### src/rtl/bgra_thumbnail_downscaler_defines.svh
// assertion macros for the bgra thumbnail downscaler
// no dependencies; included by modules that carry assertions
`ifndef BGRA_THUMBNAIL_DOWNSCALER_DEFINES_SVH
`define BGRA_THUMBNAIL_DOWNSCALER_DEFINES_SVH

// same-cycle implication, sampled on aclk, off during reset
`define BTD_ASSERT_NOW(label, ante, cons, msg) \
    label: assert property (@(posedge aclk) disable iff (!aresetn) (ante) |-> (cons)) \
        else $error(msg);

// next-cycle implication, sampled on aclk, off during reset
`define BTD_ASSERT_NEXT(label, ante, cons, msg) \
    label: assert property (@(posedge aclk) disable iff (!aresetn) (ante) |=> (cons)) \
        else $error(msg);

`endif

### src/rtl/btd_div.sv
// iterative restoring divider, one quotient bit per cycle
// uses btd_pkg only through its parent's widths
module btd_div #(
    parameter int W = 13
) (
    input  logic         aclk,
    input  logic         aresetn,
    input  logic         start,
    input  logic [W-1:0] num,
    input  logic [W-1:0] den,
    output logic         busy,
    output logic [W-1:0] quot,
    output logic [W-1:0] rem
);

    localparam int CW = $clog2(W + 1);

    logic          busy_reg;
    logic [CW-1:0] cnt_reg;
    logic [W-1:0]  q_reg;
    logic [W-1:0]  rem_reg;
    logic [W:0]    trial;
    logic          fits;

    assign trial = {rem_reg, q_reg[W-1]};
    assign fits  = trial >= {1'b0, den};

    always_ff @(posedge aclk) begin
        if (!aresetn) begin
            busy_reg <= 1'b0;
            cnt_reg  <= '0;
        end else if (start) begin
            busy_reg <= 1'b1;
            cnt_reg  <= CW'(W);
        end else if (busy_reg) begin
            cnt_reg <= cnt_reg - 1'b1;
            if (cnt_reg == CW'(1)) begin
                busy_reg <= 1'b0;
            end
        end
    end

    always_ff @(posedge aclk) begin
        if (start) begin
            q_reg   <= num;
            rem_reg <= '0;
        end else if (busy_reg) begin
            q_reg   <= {q_reg[W-2:0], fits};
            rem_reg <= fits ? W'(trial - {1'b0, den}) : trial[W-1:0];
        end
    end

    assign busy = busy_reg;
    assign quot = q_reg;
    assign rem  = rem_reg;

endmodule

### config.mk
export PLATFORM = sky130hd
export DESIGN_NAME = btd_div
export DESIGN_NICKNAME = d
export VERILOG_FILES = /design/src/rtl/bgra_thumbnail_downscaler_defines.svh /design/src/rtl/btd_div.sv
export SDC_FILE = /design/constraint.sdc
export NUM_CORES = 1
export LEC_CHECK = 0
export ABC_AREA = 0
export BUFFER_PORTS_ARGS = -buffer_cell sky130_fd_sc_hd__buf_2
export CORE_MARGIN = 3
export CORE_UTILIZATION = 39
export CTS_CLUSTER_SIZE = 8
export DETAILED_ROUTE_END_ITERATION = 16
export GPL_TIMING_DRIVEN = 1
export PLACE_DENSITY = 0.67
export SLEW_MARGIN = 20
export SYNTH_ARGS = -nofsm -noshare
export SYNTH_HDL_FRONTEND = slang
export SYNTH_SLANG_ARGS = --single-unit
### constraint.sdc
create_clock -name aclk -period 2.7 [get_ports aclk]
set_clock_uncertainty 0.15 [all_clocks]
set_input_delay 0 -clock aclk [delete_from_list [all_inputs] [get_ports aclk]]
set_output_delay 0 -clock aclk [all_outputs]
set_load 0.02 [all_outputs]
==> flow_summary.toml <==
[run_status]
status = "finished clean"

[power_and_ir_drop]
seq_power_share = 0.387
finalPower_mw = 1.49
power.share.switching = 0.306
peakVddDrop_uv = 274
power_density_mw_per_mm2 = 546
pwr-share-clk = 0.314
power_frac_comb = 0.299
leakagePower_nw = 1.25
p_switching_mw = 0.454
internal_power_mw = 1.03

[drt]
drc = 0
drt-wirelength-per-cell_um = 13.6
vias = 1869
routed_wl_um = 4980
ant_nets = 0
via_per_inst = 5.12
drt_first_iter_violations = 59
first_pass_iters = 4

[die]
core_area_mm2 = 0.00514
start_util = 0.407
fp-row-count = 26
io_pins = 56
dieArea_mm2 = 0.00628
dieWidth_um = 79.2
dieHeight_um = 79.2

[clocking]
clockBufferDepth = 2
cts_setup_buffers = 0
cts_tree = "yes"
cts_root_buf = "clkbuf_8"
clk_pin_slew_ns = 0.07
cts.sinks = 31
numCtsBuffers = 5
htreeDepth = 2
clkLatencyLatePin_ns = 0.28

[synthesis]
ys_seq_area_frac = 0.359
ys_warn_count = 0
synth_edf_count = 13
synth_seq_cells = 31
synth_cell_types = 51
syn_avg_cell_area_um2 = 9.55
synthArstFlopShare = 0
synth_nets = 264
ys.flop_type = "dfxtp_1"
synthCells = 219
synth_area_mm2 = 0.00209

[grt]
grt_pass1_wl_um = 7960
grt_util_all_layers = 0.161
grt-ovfl-total = 0
grt_pass1_vias = 1733
antenna_found_initial = 0
grt_max_degree = 32

[placement]
place_congestion = 0.845
io_buffers = 55
dp_hpwl_um = 3670

[sta]
max_slew_margin = 0.552
fin_crit_ns = 2.48
rsz0062_at_grt = "false"
fin_crit_sh = 0.919
finalSetupViolCount = 0
finalMaxSlewViolations = 0
max_freq_mhz = 403
worst_slew_pin_slew_ns = 0.672
finalSetupTns_ns = 0
timing_hold_violations_final = 0

[setup_path]
r2r-start = "quot[12]"
path_buf_inv = 1
arrival_ns = 2.55
critPathMaxStageDelay_ns = 0.38
endpoint_kind = "register"
critPathMaxFanout = 4
start_kind = "register"
path_cells = "inv_1 -> ha_1 -> fa_1 -> nand2b_1 -> a21o_1 -> a21oi_1 -> o2111ai_1 -> mux2_1 -> o21ai_1"
cp_slowest_cell = "fa_1"
critPathRequiredTime_ns = 2.77
critPathTopFamily = "compound AO/OA/AOI/OAI gates"
critPathKind = "reg2reg"
crit_start = "quot[12]"

[hold_path]
hold_class = "in2reg"
hp-start = "den[0]"

[layout]
fin_util = 0.529
n_antenna_cell = 0
area_growth_pct = 30.2
drive_above_1_share = 0.275
fin_nets = 339

[job]
drv_cap = 0
cell type report:
cell class	instances	area (um^2)
Sequential cell	31	751
Fill cell	485	2420
Clock inverter	2	35.0
Tap cell	70	87.6
Multi-Input combinational cell	162	1230
Timing Repair Buffer	76	468
Clock buffer	6	82.6
Inverter	18	67.6
cells in the final DEF, fill, tap and decap left out, drive strengths merged, types with 5 or more instances in the layout:
master	netlist	final
buf	4	62
nor2	24	24
inv	18	18
dfxtp	18	18
nand2	17	17
ha	15	15
mux2	15	15
dlygate4sd3	0	14
edfxtp	13	13
a21oi	8	8
nand2b	7	7
a311oi	7	7
a21o	6	6
clkbuf	4	6
nand3	5	5
xnor2	5	5
xor2	5	5
o21ai	5	5
per-layer routing:
metal	GRT usage	wire, um	vias to the layer above	share of wire
met1	0.217	2360	860	0.47
met4	0.0567	60	0	0.012
met5	0	0	-	0
met3	0.0272	315	6	0.063
li1	-	-	945	-
met2	0.258	2240	58	0.45
metrics by stage:
stage / hold slack (ns) / instance area, um^2 / std cells / setup WS [ns]
2_1_floorplan: 0.0222 / 2090 / 219 / 0.225
3_3_place_gp: 0.141 / 2460 / 343 / 0.198
3_5_place_dp: 0.144 / 2460 / 343 / 0.113
4_1_cts: 0.0848 / 2720 / 365 / 0.109
5_1_grt: 0.135 / 2720 / 365 / 0.0610
6_report: 0.0918 / 2720 / 365 / 0.219
cells in the mapped netlist (all sizes together), types with 3 or more instances:
library cell / n / share of area
a21o: 6 / 0.022
a21oi: 8 / 0.019
a311oi: 7 / 0.047
a32oi: 3 / 0.013
and4: 3 / 0.013
buf: 4 / 0.014
clkbuf: 4 / 0.0072
dfxtp: 18 / 0.17
edfxtp: 13 / 0.19
ha: 15 / 0.090
inv: 18 / 0.032
mux2: 15 / 0.081
nand2: 17 / 0.031
nand2b: 7 / 0.021
nand3: 5 / 0.012
nor2: 24 / 0.044
nor2b: 3 / 0.0090
nor3: 4 / 0.0096
o21ai: 5 / 0.012
xnor2: 5 / 0.021
xor2: 5 / 0.021
power groups by stage:
stage	clock (mW)	sequential (mW)	combinational, mW
floorplan	0	0.624	0.261
global placement	0	0.583	0.423
detailed placement	0	0.584	0.424
CTS	0.478	0.574	0.441
global route	0.501	0.582	0.487
finish	0.467	0.575	0.444
kinds of logic (layout without fill, tap and decap cells):
logic type / count (synthesis) / count (layout) / share of synthesized area
simple gates: 73 / 73 / 0.172
compound gates: 48 / 48 / 0.193
flops: 31 / 31 / 0.359
buf+inv: 26 / 102 / 0.0539
fa+ha+maj: 16 / 16 / 0.0993
mux: 15 / 15 / 0.0808
xor+xnor: 10 / 10 / 0.0419
worst paths after layout:
path                end  slack, ns  depth (start not counted)
max             rem[12]       0.22                          9
max reg2reg     rem[12]       0.22                          9
min              rem[0]       0.09                          4
min reg2reg  cnt_reg[1]       0.35                          2
worst min-delay path, cell delays in order:
cell      delay (ns)
buf_2           0.09
ha_1            0.16
mux2_1          0.15
a211oi_2        0.07
repair_timing:
action,CTS,global route
setup endpoints to repair,0,5
hold endpoints to repair,18,0
hold buffers,14,0
gates resized for setup,0,1
Note: power is estimated with default switching activity, not from simulation.
